**src/sv/bts_pkg.sv**
```systemverilog
// ----------------------------------------------------------------------------
// bts_pkg
// Shared types and constants for the bilinear texel sampler.
// ----------------------------------------------------------------------------
`timescale 1ns / 1ps
package bts_pkg;
  localparam int StoreDepth = 65536;
  localparam int AddrW      = $clog2(StoreDepth);
  localparam int MaxDim     = 1024;
  localparam int DimW       = 11;
  localparam int IdxW       = 10;   // index bits below MaxDim
  localparam int QueueDepth = 4;
  localparam int QPtrW      = 2;

  typedef enum logic {
    CMD_LOAD   = 1'b0,
    CMD_SAMPLE = 1'b1
  } cmd_e;

  typedef enum logic {
    REG_TEX_WIDTH  = 1'b0,
    REG_TEX_HEIGHT = 1'b1
  } reg_e;

  typedef struct packed {
    logic               cmd;
    logic [15:0]        texel_index;
    logic [15:0]        texel_red;
    logic [15:0]        texel_green;
    logic [15:0]        texel_blue;
    logic signed [31:0] coord_u;
    logic signed [31:0] coord_v;
  } req_t;

  typedef struct packed {
    logic [15:0] sample_red;
    logic [15:0] sample_green;
    logic [15:0] sample_blue;
  } rsp_t;

  // Classified operation passed from front to back
  typedef struct packed {
    logic             is_sample;
    logic [AddrW-1:0] addr0;   // load address or first fetch
    logic [AddrW-1:0] addr1;
    logic [AddrW-1:0] addr2;
    logic [AddrW-1:0] addr3;
    logic [47:0]      texel;
    logic [15:0]      au;
    logic [16:0]      av;
  } op_t;

  typedef enum logic [1:0] {
    FS_IDLE,
    FS_SCALE,
    FS_ADDR
  } front_state_e;
endpackage

```
**src/sv/bts_queue.sv**
```systemverilog
// ----------------------------------------------------------------------------
// bts_queue
// Short FIFO of classified operations between front and back.
// ----------------------------------------------------------------------------
`timescale 1ns / 1ps
module bts_queue import bts_pkg::*; (
  input  logic clk_i,
  input  logic rst_ni,
  input  op_t  in_i,
  input  logic in_valid_i,
  output logic in_ready_o,
  output op_t  out_o,
  output logic out_valid_o,
  input  logic out_ready_i
);
  op_t            mem_q [QueueDepth];
  logic [QPtrW-1:0] wr_q, rd_q;
  logic [QPtrW:0]   cnt_q;
  logic push, pop;

  assign in_ready_o  = (cnt_q != (QPtrW+1)'(QueueDepth));
  assign out_valid_o = (cnt_q != '0);
  assign push = in_valid_i && in_ready_o;
  assign pop  = out_valid_o && out_ready_i;
  assign out_o = mem_q[rd_q];

  // Advance pointers
  always_ff @(posedge clk_i or negedge rst_ni) begin
    if (!rst_ni) begin
      wr_q <= '0; rd_q <= '0; cnt_q <= '0;
    end else begin
      if (push) wr_q <= wr_q + 1'b1;
      if (pop)  rd_q <= rd_q + 1'b1;
      cnt_q <= cnt_q + (QPtrW+1)'(push) - (QPtrW+1)'(pop);
    end
  end

  always_ff @(posedge clk_i) begin
    if (push) mem_q[wr_q] <= in_i;
  end
endmodule

```
**config.mk**
```make
export PLATFORM = sky130hd
export DESIGN_NAME = bts_queue
export DESIGN_NICKNAME = d
export VERILOG_FILES = /design/src/sv/bts_pkg.sv /design/src/sv/bts_queue.sv
export SDC_FILE = /design/constraint.sdc
export NUM_CORES = 1
export LEC_CHECK = 0
export BUFFER_PORTS_ARGS = -buffer_cell sky130_fd_sc_hd__buf_2
export CAP_MARGIN = 20
export CORE_MARGIN = 10
export CORE_UTILIZATION = 61
export CTS_CLUSTER_DIAMETER = 40
export DETAILED_ROUTE_END_ITERATION = 8
export GPL_ROUTABILITY_DRIVEN = 0
export GPL_TIMING_DRIVEN = 0
export PLACE_DENSITY = 0.93
export SLEW_MARGIN = 20
export SYNTH_ARGS = -nofsm -noshare
export SYNTH_HDL_FRONTEND = slang
export SYNTH_SLANG_ARGS = --single-unit
```
**constraint.sdc**
```tcl
create_clock -name clk_i -period 12.9 [get_ports clk_i]
set_input_delay 0 -clock clk_i [delete_from_list [all_inputs] [get_ports clk_i]]
set_output_delay 0 -clock clk_i [all_outputs]
set_load 0.005 [all_outputs]
```
Yosys cells after proc, flatten, opt, wreduce, memory -nomap -nowiden
Memory sizes are Yosys's and may differ from the RTL's.
Index checks and enable logic that the tools add are counted.
- bits in registers: 7
- bits in writable memories: 584
- bits of input ports: 150
- output and inout port bits: 148
- memories kept: 1
- memory list (name ; words ; width ; rd ports ; clocked after Yosys merged registers in ; write ports ; RTL line ; text):
    mem_q ; 4 ; 146 ; 1 ; 0 ; 1 ; bts_queue.sv:16 ; op_t mem_q [QueueDepth];
- add/sub/neg operators: 4
- equal/unequal tests: 1
- muxes and demuxes: 2
- reductions and logical operators: 3
- operator list (operator ; count):
    2-bit by 1-bit adder with 2-bit output (second input constant) ; 2
    3-bit by 1-bit adder with 3-bit output ; 1
    3-bit inequality test (second input constant) ; 1
    3-bit nonzero test ; 1
    3-bit by 1-bit subtractor with 3-bit output ; 1
    1-bit logical AND ; 2
    1-bit two-way mux ; 2

Depth between registers and ports, before layout
- depth in word-level cells: 4
- mapped depth: 9
- depth with buffers taken out: 9

Worst setup path before layout
Ideal clock, no wire load.
- kind: reg-to-reg
- start: register cnt_q[2]
- end: memory mem_q[0][0] (netlist bit), enable pin
- setup time: 0.524 ns
- arrival: 4.095 ns
- data required time: 12.376 ns
- slack: 8.281 ns
- stages on the path, launching flop included: 3
- buffers on the path: 0
- clock period less this slack: 4.619 ns
- cells stage by stage: dfrtp_1 > nor3b_1 > and3b_1
- word-level cells in the longest chain between the ends: 4
- ends and longest elaborated chain (item ; RTL line ; text):
    start, declared ; bts_queue.sv:18 ; logic [QPtrW:0] cnt_q;
    start signal, assigned ; bts_queue.sv:34 ; cnt_q <= cnt_q + (QPtrW+1)'(push) - (QPtrW+1)'(pop);
    3-bit inequality test ; bts_queue.sv:21 ; assign in_ready_o = (cnt_q != (QPtrW+1)'(QueueDepth));
    1-bit logical AND ; bts_queue.sv:23 ; assign push = in_valid_i && in_ready_o;
    1-bit two-way mux ; bts_queue.sv:39 ; if (push) mem_q[wr_q] <= in_i;
    1-bit two-way mux (not written as such) ; bts_queue.sv:39 ;
    end, declared ; bts_queue.sv:16 ;
Every way passes these cells.

Worst setup path in the final report
- start: register cnt_q[1]
- end: register cnt_q[2]
- word-level cells in the longest chain between the ends: 4
- ends and longest elaborated chain (item ; RTL line):
    3-bit inequality test ; bts_queue.sv:21
    1-bit logical AND ; bts_queue.sv:23
    3-bit by 1-bit adder with 3-bit output ; bts_queue.sv:34
    3-bit by 1-bit subtractor with 3-bit output (*) ; bts_queue.sv:34
Mark *: on every way between the ends. The rest lies on a longest branch, timed or not.
A chain may end at the register's enable or synchronous reset.

==> qor.csv <==
metric,value,unit
clock_latency,0.62,ns
drt_iter0_drc,1254,
grt_max_degree,41,
hold_slack,0.140,ns
yosysWarningCount,0,
yosys.area.top_type,edfxtp_1,
grt_first_pass_wirelength,80700,µm
leakage,9.61,nW
drt.antenna.violating_nets,0,
gr-total-overflow,0,
cts_resized,0,
hold_path.class,primary input to flop,
cts_setup_buffers,0,
synth_fp_nets,961,
yosysMostFrequentCell,edfxtp_1,
power,6.33,mW
synth_seq_cells,591,
synth_edf_count,584,
post-synth-top-area-fraction,0.810,
synth_cell_types,22,
swShare,0.293,
antenna_found_initial,5,
worst_setup_path_end_kind,flop,
fin_area,27600,µm²
synthFlopType,edfxtp_1,
dieWidth,208,µm
synth.cell_area,21600,µm²
place_inst,1572,
seq_power_share,0.418,
clk_pin_slew,0.06,ns
crit_type,flop to flop,
dieArea,43400,µm²
rows,68,
cts_sinks,591,
switchingPower,1.86,mW
postPlaceCellArea,24100,µm²
vias_per_cell,6.04,
maxCapViolCount,0,
fin_crit_sh,0.253,
cts-root-buf,clkbuf_16,
period_needed,3.26,ns
rsz0062_at_grt,no,
syn_inst,804,
cp.arrival,3.77,ns
outcome,"complete, no violations",
cp.required,13.41,ns
vdd_drop_max,0.000251,V
wl,54900,µm
first_global_vias,12000,
numCtsBuffers,61,
hold_viol,0,
final.setup.tns,0,ns
portBuffers,297,
wl_per_cell,29.8,µm
fmax,0.307,GHz
hpwl,30100,µm
drc_errors,0,
place_ws,10.08,ns
h-tree-depth,2,
seq_area_frac_synth,0.818,
initial_core_util,0.622,
clockPowerShare,0.282,
grtUsageTotal,0.250,
drt-pass1-iter-count,5,
fin_nets,1487,
layout-drive-gt1-share,0.428,
power_density,229,nW/µm²
critPathMaxFanout,8,
fin_ws,9.64,ns
synthTopCellsByCount,"584 x edfxtp_1, 146 x mux4_2, 14 x buf_2",
slew_headroom,0.249,
syn_avg_cell_area,26.9,µm²
hold_buffers,150,
dr_total_vias,11100,
start_kind,flop,
p_comb_frac,0.300,
p_int,4.48,mW
synthArstFlopShare,0.0118,
layoutNonFillerInstCount,1839,
worstMarginPinSlew,1.12,ns
area_growth,27.7,%
coreArea,34800,µm²
cts_tree,yes,
yosys-top-cells-area,"edfxtp_1 81%, mux4_2 15%, buf_12 1.0%, dfrtp_1 0.81%, ha_1 0.35%",
fin_util,0.794,
setup_violations,0,
die_y,208,µm
clock_path_buffers,3,
io_pins,298,
drv_slew,0,
fin_skew,0.0397,ns
-- power groups by stage --
| stage | logic [mW] | clock network [mW] | registers [mW] |
|---|---|---|---|
| detailed placement | 1.82 | 0 | 2.66 |
| global route | 2.01 | 1.88 | 2.67 |
| CTS | 1.89 | 1.78 | 2.63 |
| finish | 1.90 | 1.78 | 2.65 |
| global placement | 1.70 | 0 | 2.74 |
| floorplan | 1.05 | 0 | 2.68 |
-- cells by family after synthesis --
kind of cell             Yosys count  synth area share
AO/OA/AOI/OAI                      4           0.00150
XOR/XNOR                           4           0.00162
adder cells (fa/ha/maj)            7           0.00439
buffers and inverters             39            0.0176
flip-flops                       591             0.818
multiplexers                     146             0.152
AND/OR/NAND/NOR                   13           0.00462
-- per-layer routing --
layer	global-route usage	vias up	wire, µm
li1	-	4562	-
met2	0.427	760	29000
met1	0.300	5665	18400
met5	0	-	7
met4	0.0907	2	1760
met3	0.0680	113	5660
-- area by class of cell --
type,count,area [µm²]
Antenna cell,4,10.0
Buffer,33,358
Clock buffer,73,1600
Clock inverter,40,453
Fill cell,1544,7170
Inverter,6,22.5
Multi-Input combinational cell,174,3570
Sequential cell,591,17700
Tap cell,455,569
Timing Repair Buffer,463,3340
-- state kept, by name (all words and copies together) (netlist names) --
signal and flops:
cnt_q 3, wr_q 2, rd_q 2, mem_q 584
-- cell usage in the layout, fill, tap and decap left out, types with 6 or more instances in the layout --
cell type and n:
clkbuf_16 61, clkinv_1 7, inv_6 6, buf_12 23, dlygate4sd3_1 150, buf_2 311
dfrtp_1 7, inv_1 6, edfxtp_1 584, clkinvlp_4 6, mux4_2 146, bufinv_16 7
clkbuf_1 11, ha_1 6, clkinv_2 9
-- final timing paths --
path                                from      endpoint  slack (ns)  cells after the start
worst min register to register  cnt_q[0]      cnt_q[0]        0.72                      1
max in group asynchronous         rst_ni      cnt_q[2]       12.25                      3
worst min-delay path            in_i[21]  mem_q[3][21]        0.14                      2
worst max register to register  cnt_q[1]      cnt_q[2]        9.64                      9
worst max-delay path            cnt_q[1]      cnt_q[2]        9.64                      9
min in group asynchronous         rst_ni      cnt_q[0]        0.37                      3
-- worst max-delay path, cell delays in order (launching register included) --
cell and delay [ns]:
dfrtp_1 0.50, nor3b_1 0.96, nand2b_1 0.25, ha_1 0.27
inv_1 0.08, ha_1 0.14, inv_1 0.06, fa_1 0.42
xnor2_1 0.27, xnor2_1 0.20
No activity file was read; power rests on OpenSTA's default activity.
