--- config.mk ---
export PLATFORM = sky130hd
export DESIGN_NAME = bts_front
export DESIGN_NICKNAME = d
export VERILOG_FILES = /design/src/sv/bts_pkg.sv /design/src/sv/bts_front.sv
export SDC_FILE = /design/constraint.sdc
export NUM_CORES = 2
export LEC_CHECK = 0
export BUFFER_PORTS_ARGS = -buffer_cell sky130_fd_sc_hd__buf_2
export CAP_MARGIN = 10
export CELL_PAD_IN_SITES_DETAIL_PLACEMENT = 1
export CELL_PAD_IN_SITES_GLOBAL_PLACEMENT = 2
export CORE_MARGIN = 2
export CORE_UTILIZATION = 40
export CTS_CLUSTER_SIZE = 25
export DETAILED_ROUTE_END_ITERATION = 6
export MAX_ROUTING_LAYER = met4
export PLACE_DENSITY = 0.95
export RECOVER_POWER = 100
export SETUP_SLACK_MARGIN = 0.4
export SYNTH_ARGS = -nofsm -noshare
export SYNTH_HDL_FRONTEND = slang
export SYNTH_SLANG_ARGS = --single-unit
export TNS_END_PERCENT = 30
--- constraint.sdc ---
create_clock -name clk_i -period 32.1 [get_ports clk_i]
set_clock_uncertainty 0.05 [all_clocks]
set_input_delay 1.605 -clock clk_i [delete_from_list [all_inputs] [get_ports clk_i]]
set_output_delay 1.605 -clock clk_i [all_outputs]
set_load 0.02 [all_outputs]
--- src/sv/bts_pkg.sv ---
// ----------------------------------------------------------------------------
// bts_pkg
// Shared types and constants for the bilinear texel sampler.
// ----------------------------------------------------------------------------
`timescale 1ns / 1ps
package bts_pkg;
  localparam int StoreDepth = 65536;
  localparam int AddrW      = $clog2(StoreDepth);
  localparam int MaxDim     = 1024;
  localparam int DimW       = 11;
  localparam int IdxW       = 10;   // index bits below MaxDim
  localparam int QueueDepth = 4;
  localparam int QPtrW      = 2;

  typedef enum logic {
    CMD_LOAD   = 1'b0,
    CMD_SAMPLE = 1'b1
  } cmd_e;

  typedef enum logic {
    REG_TEX_WIDTH  = 1'b0,
    REG_TEX_HEIGHT = 1'b1
  } reg_e;

  typedef struct packed {
    logic               cmd;
    logic [15:0]        texel_index;
    logic [15:0]        texel_red;
    logic [15:0]        texel_green;
    logic [15:0]        texel_blue;
    logic signed [31:0] coord_u;
    logic signed [31:0] coord_v;
  } req_t;

  typedef struct packed {
    logic [15:0] sample_red;
    logic [15:0] sample_green;
    logic [15:0] sample_blue;
  } rsp_t;

  // Classified operation passed from front to back
  typedef struct packed {
    logic             is_sample;
    logic [AddrW-1:0] addr0;   // load address or first fetch
    logic [AddrW-1:0] addr1;
    logic [AddrW-1:0] addr2;
    logic [AddrW-1:0] addr3;
    logic [47:0]      texel;
    logic [15:0]      au;
    logic [16:0]      av;
  } op_t;

  typedef enum logic [1:0] {
    FS_IDLE,
    FS_SCALE,
    FS_ADDR
  } front_state_e;
endpackage

--- src/sv/bts_front.sv ---
// ----------------------------------------------------------------------------
// bts_front
// Accepts requests, scales and wraps sample coordinates, forms the four fetch
// addresses or the load address, and queues a classified operation.
// ----------------------------------------------------------------------------
`timescale 1ns / 1ps
module bts_front import bts_pkg::*; (
  input  logic            clk_i,
  input  logic            rst_ni,
  input  logic [DimW-1:0] dim_w_i,
  input  logic [DimW-1:0] dim_h_i,
  input  req_t            req_i,
  input  logic            req_valid_i,
  output logic            req_ready_o,
  output op_t             op_o,
  output logic            op_valid_o,
  input  logic            op_ready_i
);
  front_state_e state_q, state_d;
  req_t         req_q;
  logic [26:0]  su_q, sv_q;
  logic [DimW-1:0] w_q, h_q;
  logic [IdxW:0] x1, x2, y1, y2;
  logic [IdxW:0] iu, iv, iu1, iv1;
  logic [DimW-1:0] w_eff, h_eff;
  logic [AddrW+DimW:0] p1, p2;
  logic [16:0] fv;

  // Clamp sizes into 1..MaxDim
  always_comb begin
    w_eff = dim_w_i;
    h_eff = dim_h_i;
    if (dim_w_i == '0) w_eff = DimW'(1);
    else if (dim_w_i > DimW'(MaxDim)) w_eff = DimW'(MaxDim);
    if (dim_h_i == '0) h_eff = DimW'(1);
    else if (dim_h_i > DimW'(MaxDim)) h_eff = DimW'(MaxDim);
  end

  assign fv = 17'h10000 - {1'b0, req_q.coord_v[15:0]};

  // Next state
  always_comb begin
    state_d = state_q;
    unique case (state_q)
      FS_IDLE: if (req_valid_i) begin
        state_d = (req_i.cmd == CMD_SAMPLE) ? FS_SCALE : FS_ADDR;
      end
      FS_SCALE: state_d = FS_ADDR;
      FS_ADDR:  if (op_ready_i) state_d = FS_IDLE;
      default:  state_d = FS_IDLE;
    endcase
  end

  assign req_ready_o = (state_q == FS_IDLE);

  // Integer parts and wrapped neighbours; iu <= W, iv <= H
  assign iu  = su_q[26:16];
  assign iv  = sv_q[26:16];
  assign x1  = (iu  >= w_q) ? iu  - w_q : iu;
  assign y1  = (iv  >= h_q) ? iv  - h_q : iv;
  // Step from the wrapped index so a size of one stays on index zero
  assign iu1 = x1 + 1'b1;
  assign iv1 = y1 + 1'b1;
  assign x2  = (iu1 == w_q) ? '0 : iu1;
  assign y2  = (iv1 == h_q) ? '0 : iv1;
  assign p1  = (AddrW+DimW+1)'(y1) * (AddrW+DimW+1)'(w_q);
  assign p2  = (AddrW+DimW+1)'(y2) * (AddrW+DimW+1)'(w_q);

  // Outputs
  always_comb begin
    op_valid_o   = (state_q == FS_ADDR);
    op_o.is_sample = req_q.cmd;
    op_o.texel   = {req_q.texel_red, req_q.texel_green, req_q.texel_blue};
    op_o.au      = su_q[15:0];
    op_o.av      = {1'b0, sv_q[15:0]};
    if (req_q.cmd == CMD_SAMPLE) begin
      op_o.addr0 = AddrW'(p1 + (AddrW+DimW+1)'(x1));
      op_o.addr1 = AddrW'(p1 + (AddrW+DimW+1)'(x2));
      op_o.addr2 = AddrW'(p2 + (AddrW+DimW+1)'(x1));
      op_o.addr3 = AddrW'(p2 + (AddrW+DimW+1)'(x2));
    end else begin
      op_o.addr0 = AddrW'(req_q.texel_index);
      op_o.addr1 = '0;
      op_o.addr2 = '0;
      op_o.addr3 = '0;
    end
  end

  // State register; the request capture and scaling follow below
  always_ff @(posedge clk_i or negedge rst_ni) begin
    if (!rst_ni) begin
      state_q <= FS_IDLE;
    end else begin
      state_q <= state_d;
    end
  end

  always_ff @(posedge clk_i) begin
    if (state_q == FS_IDLE && req_valid_i) begin
      req_q <= req_i;
      w_q   <= w_eff;
      h_q   <= h_eff;
    end
    if (state_q == FS_SCALE) begin
      su_q <= 27'({1'b0, req_q.coord_u[15:0]}) * 27'(w_q);
      sv_q <= 27'(fv) * 27'(h_q);
    end
  end
endmodule

======== Word-level counts from Yosys, hierarchy flattened ========
Index checks and enable logic that the tools add are counted.
word-level totals
  register bits ........................... 175
  bits in latches ......................... 0
  RAM bits ................................ 0
  ROM bits ................................ 0
  input port bits ......................... 155
  output and inout bits ................... 148
  memories ................................ 0
cells by class
  add/sub/neg operators ................... 9
  multipliers ............................. 4
  divide/modulo/power cells ............... 0
  magnitude comparators ................... 4
  eq/ne operators ......................... 6
  shifts and indexed selects .............. 0
  muxes and demuxes ....................... 11
  bitwise gates (word level) .............. 0
  reduce and logical (&&, ||, !) cells .... 7
operators by type and width
  operator                  count
  $mux W11                  6
  $add A16 B11 Y16          4
  $mux W64                  1
  $mul A11 B11 Y16          2
  $mul A16 B11 Y27          1
  $mul A17 B11 Y27          1
  $add A11 B1 Y11 const B   2
  $eq A11 B11 Y1            2
  $ge A11 B11 Y1            2
  $gt A11 B11 Y1 const B    2
  $logic_not A11 Y1         2
  $sub A11 B11 Y11          2
  $sub A17 B16 Y17 const A  1
  $mux W2                   3
  $pmux W2 S3               1
  $reduce_or A2 Y1          2
  $eq A2 B1 Y1 const B      1
  $eq A2 B2 Y1 const B      1
  $logic_not A2 Y1          1
  $ne A2 B1 Y1 const B      1
  $ne A2 B2 Y1 const B      1
  $reduce_and A2 Y1         1
  $logic_and A1 B1 Y1       1

======== Logic depth before layout (Yosys ltp) ========
  depth after elaboration ................. 8
  gate-level depth with buffers ........... 49

======== Least setup slack after synthesis ========
Ideal clock, no wire load.
  path type ............................... reg-to-output
  start point ............................. register h_q[4]
  end point ............................... output port op_o[112] (netlist name)
  data arrival time ....................... 10.593 ns
  data required time ...................... 30.445 ns
  setup slack ............................. 19.852 ns
  stages on the path, launching flop included .. 47
  cell sequence ........................... edfxtp_1 -> clkbuf_1 -> buf_1 -> inv_1 -> ha_1 -> nor3_1 -> or4_4 -> o21ba_4 -> nor3_1 -> a21oi_2 -> clkbuf_1 -> ha_1 -> inv_1 -> nor4_1 -> nand3_1 -> mux2i_2 -> xor2_1 -> xnor2_1 -> (+11 left out) -> fa_1 -> inv_1 -> fa_1 -> inv_1 -> ha_1 -> o21a_1 -> o21a_1 -> a21oi_1 -> xnor2_1 -> ha_1 -> or3_1 -> a211oi_1 -> nor3_1 -> and3_1 -> and2_1 -> or3b_2 -> o311ai_0 -> or4_1
RTL lines
  element                 RTL line          RTL
  start, declared         bts_front.sv:22   logic [DimW-1:0] w_q, h_q;
  start signal, assigned  bts_front.sv:102  h_q <= h_eff;
  end, declared           bts_front.sv:15   output op_t op_o,

==> impl_results.md <==
* Status: finished with violations
* Failing checks: max-capacitance violations, max-slew violations
* Number of global-route vias before repair at between 20,000 and 25,000
* Post-Syn Area per Cell at between 9 and 10 sq um
* Final hold vios at 0
* Synth area leaders: fa_1, edfxtp_1, ha_1, inv_1, nand2_1
* Leading area contributor after synthesis: fa_1
* Initial antenna violation count at 0
* TritonRoute pass-1 iters at 5
* Wl on met1 at between 30,000 and 40,000 um
* Synth Flop Type: edfxtp_1
* 1st-iter DRT viols at 825
* Crit Path Class: register to output port
* Synth async-reset ratio at 0.0114
* DRC viols at 0
* CTS buffer count at 17
* CTS Sinks at 175
* Seq cells post-synth at ~180
* Die W at 272 um
* Period utilization at 0.506
* Initial Util at 0.403
* Number of max-cap violations at 6
* DR WL/cell at between 15 and 20 um
* Yosys warning count at 0
* Clock latency on the worst-skew pair at just over 0.5 ns
* CP required at about 30 ns
* # setup viols final at 0
* Post-CTS setup buffers at 0
* Netlist cell types at 85
* Die Area at between 70,000 and 80,000 sq um
* Root buf cell: clkbuf_16
* WL met2 at just over 40,000 um
* Met3 WL at 3270 um
* Post-DP HPWL at between 60,000 and 70,000 um
* Routed vias/inst at 5.18
* Post-layout min period at 16.24 ns
* IO Pins at 303
* Largest net degree at the start of global routing at 69
* Reg clk slew, reported paths at 0.08 ns
* Final Max Slew Viols at 306
* TNS Setup at 0 ns
* Most common cell after layout, fill and taps aside: inv_1
* Area grow syn2layout at 7.41%
* Cts hold-fix bufs at 0
* Final ANT Viol Nets at 0
* Peak Freq at 61.6 MHz
* First-pass GRT wire length at 130,000 um
* Share of cells above drive strength 1 at 0.0734
* Nets at 4,053
* Slew HR at -1.60
* Max FO, Critical Path at 53
* Max Used Layer: met4
* Startpoint types: register
* Chip height at approximately 270 um
* Post-Syn Area at approximately 29,000 sq um
* Post-synth top area share at 0.277
* Worst slew pin tran at 3.89 ns
* # resized after CTS at 0
* GRT Overall Usage at 0.231
* Via Count at 21,700
* CP arrival at 14.59 ns
* Seq/Total Area, Yosys at 0.182
* Most frequent cells in the layout: inv_1, nand2_1, fa_1
* Ant. Diodes at 0
* Critical Path End Type: output port
* Cell repeated most along the worst path: inv_1
* Number of buffers added on ports at between 200 and 300
* R2R cell count at 25
* CP max stage cell: or4_1
* Site row count at 98
* CP max stage delay at 1.17 ns
* Post-Syn Instances at 3,106
* Flop-to-flop setup slack at 23.21 ns
* Clock Tree Buf Depth at 2
* Hold depth at 1
* Post-synth EDFFs at 173
* RSZ-0062 raised after global routing: false
* Class of the worst hold path: register to register
* Gpl congestion at 0.899
* Mapped Nets at a little under 4,000
* H-tree depth at 4
* Global route overflow at 0
* Core area at 71,400 sq um
* CTS tree: done
* Routed WL at between 80,000 and 90,000 um
* Fillers at 8,417
[synth_stat cells, types with 52 or more instances]
cell type  count
ha_1         271
and2_1       192
xor2_1        52
fa_1         398
buf_4         82
inv_1        512
and3_1        52
nand2_1      402
clkbuf_1     118
xnor2_1      136
edfxtp_1     173
o21ai_0       59
a21oi_1       92
nor2_1       131
[layer usage]
metal  GRT usage  up-vias
li1            -    10100
met3      0.0302      141
met1       0.276    11000
met5           -        -
met2       0.403      473
met4      0.0755        0
[per-stage QoR]
step                hold WS, ns  utilization  std cells  cell area [sq um]  setup slack [ns]
floorplan                 0.472            -       3106              28800             19.85
global placement          0.512        0.428       4160              30600             17.82
detailed placement        0.530        0.428       4160              30600             17.53
CTS                       0.549        0.437       4192              31200             16.88
global route              0.569        0.433       4192              30900             14.80
finish                    0.537        0.433       4192              30900             15.86
[cell type report]
type	instances	area [sq um]	area share
Multi-Input combinational cell	2210	20500	0.663
Clock buffer	17	425	0.0138
Timing Repair Buffer	312	1460	0.0471
Tap cell	950	1190	0.0384
Inverter	513	1930	0.0623
Sequential cell	175	5250	0.170
Clock inverter	15	175	0.00566
[worst paths after layout]
check                             end        from
min                        state_q[1]  state_q[0]
min reg2reg                state_q[1]  state_q[0]
max in group asynchronous  state_q[1]      rst_ni
min in group asynchronous  state_q[0]      rst_ni
max                         op_o[112]      h_q[8]
max reg2reg                  sv_q[26]    req_q[0]
[kinds of logic (layout without fill, tap and decap cells)]
logic type | after synthesis | after routing | synth area share
other cells | 1 | 1 | 0.000130
buf+inv | 721 | 857 | 0.106
compound gates | 298 | 298 | 0.0692
mux | 32 | 32 | 0.0125
xor+xnor | 193 | 193 | 0.0613
simple gates | 1017 | 1017 | 0.175
fa+ha+maj | 669 | 669 | 0.395
flops | 175 | 175 | 0.182
[worst max-delay path, delay by kind of cell (launching register included)]
kind / cells / cell delay [ns]
and+or+nand+nor: 15 / 5.59
adders and majority gates: 9 / 3.71
buffers and inverters: 7 / 1.04
DFF: 1 / 0.99
xor gates and xnor gates: 3 / 0.97
muxes: 2 / 0.91
AOI/OAI and AO/OA: 6 / 0.82
[registers in the layout, summed over array words and instances, names as in the netlist]
signal   flops
req_q       48
sv_q        27
op_o        49
w_q         11
h_q         11
state_q      2
su_q        27
Power is left out: the tool's default activity adds up to more than one toggle a clock period on the data nets, which glitch-free logic cannot reach.
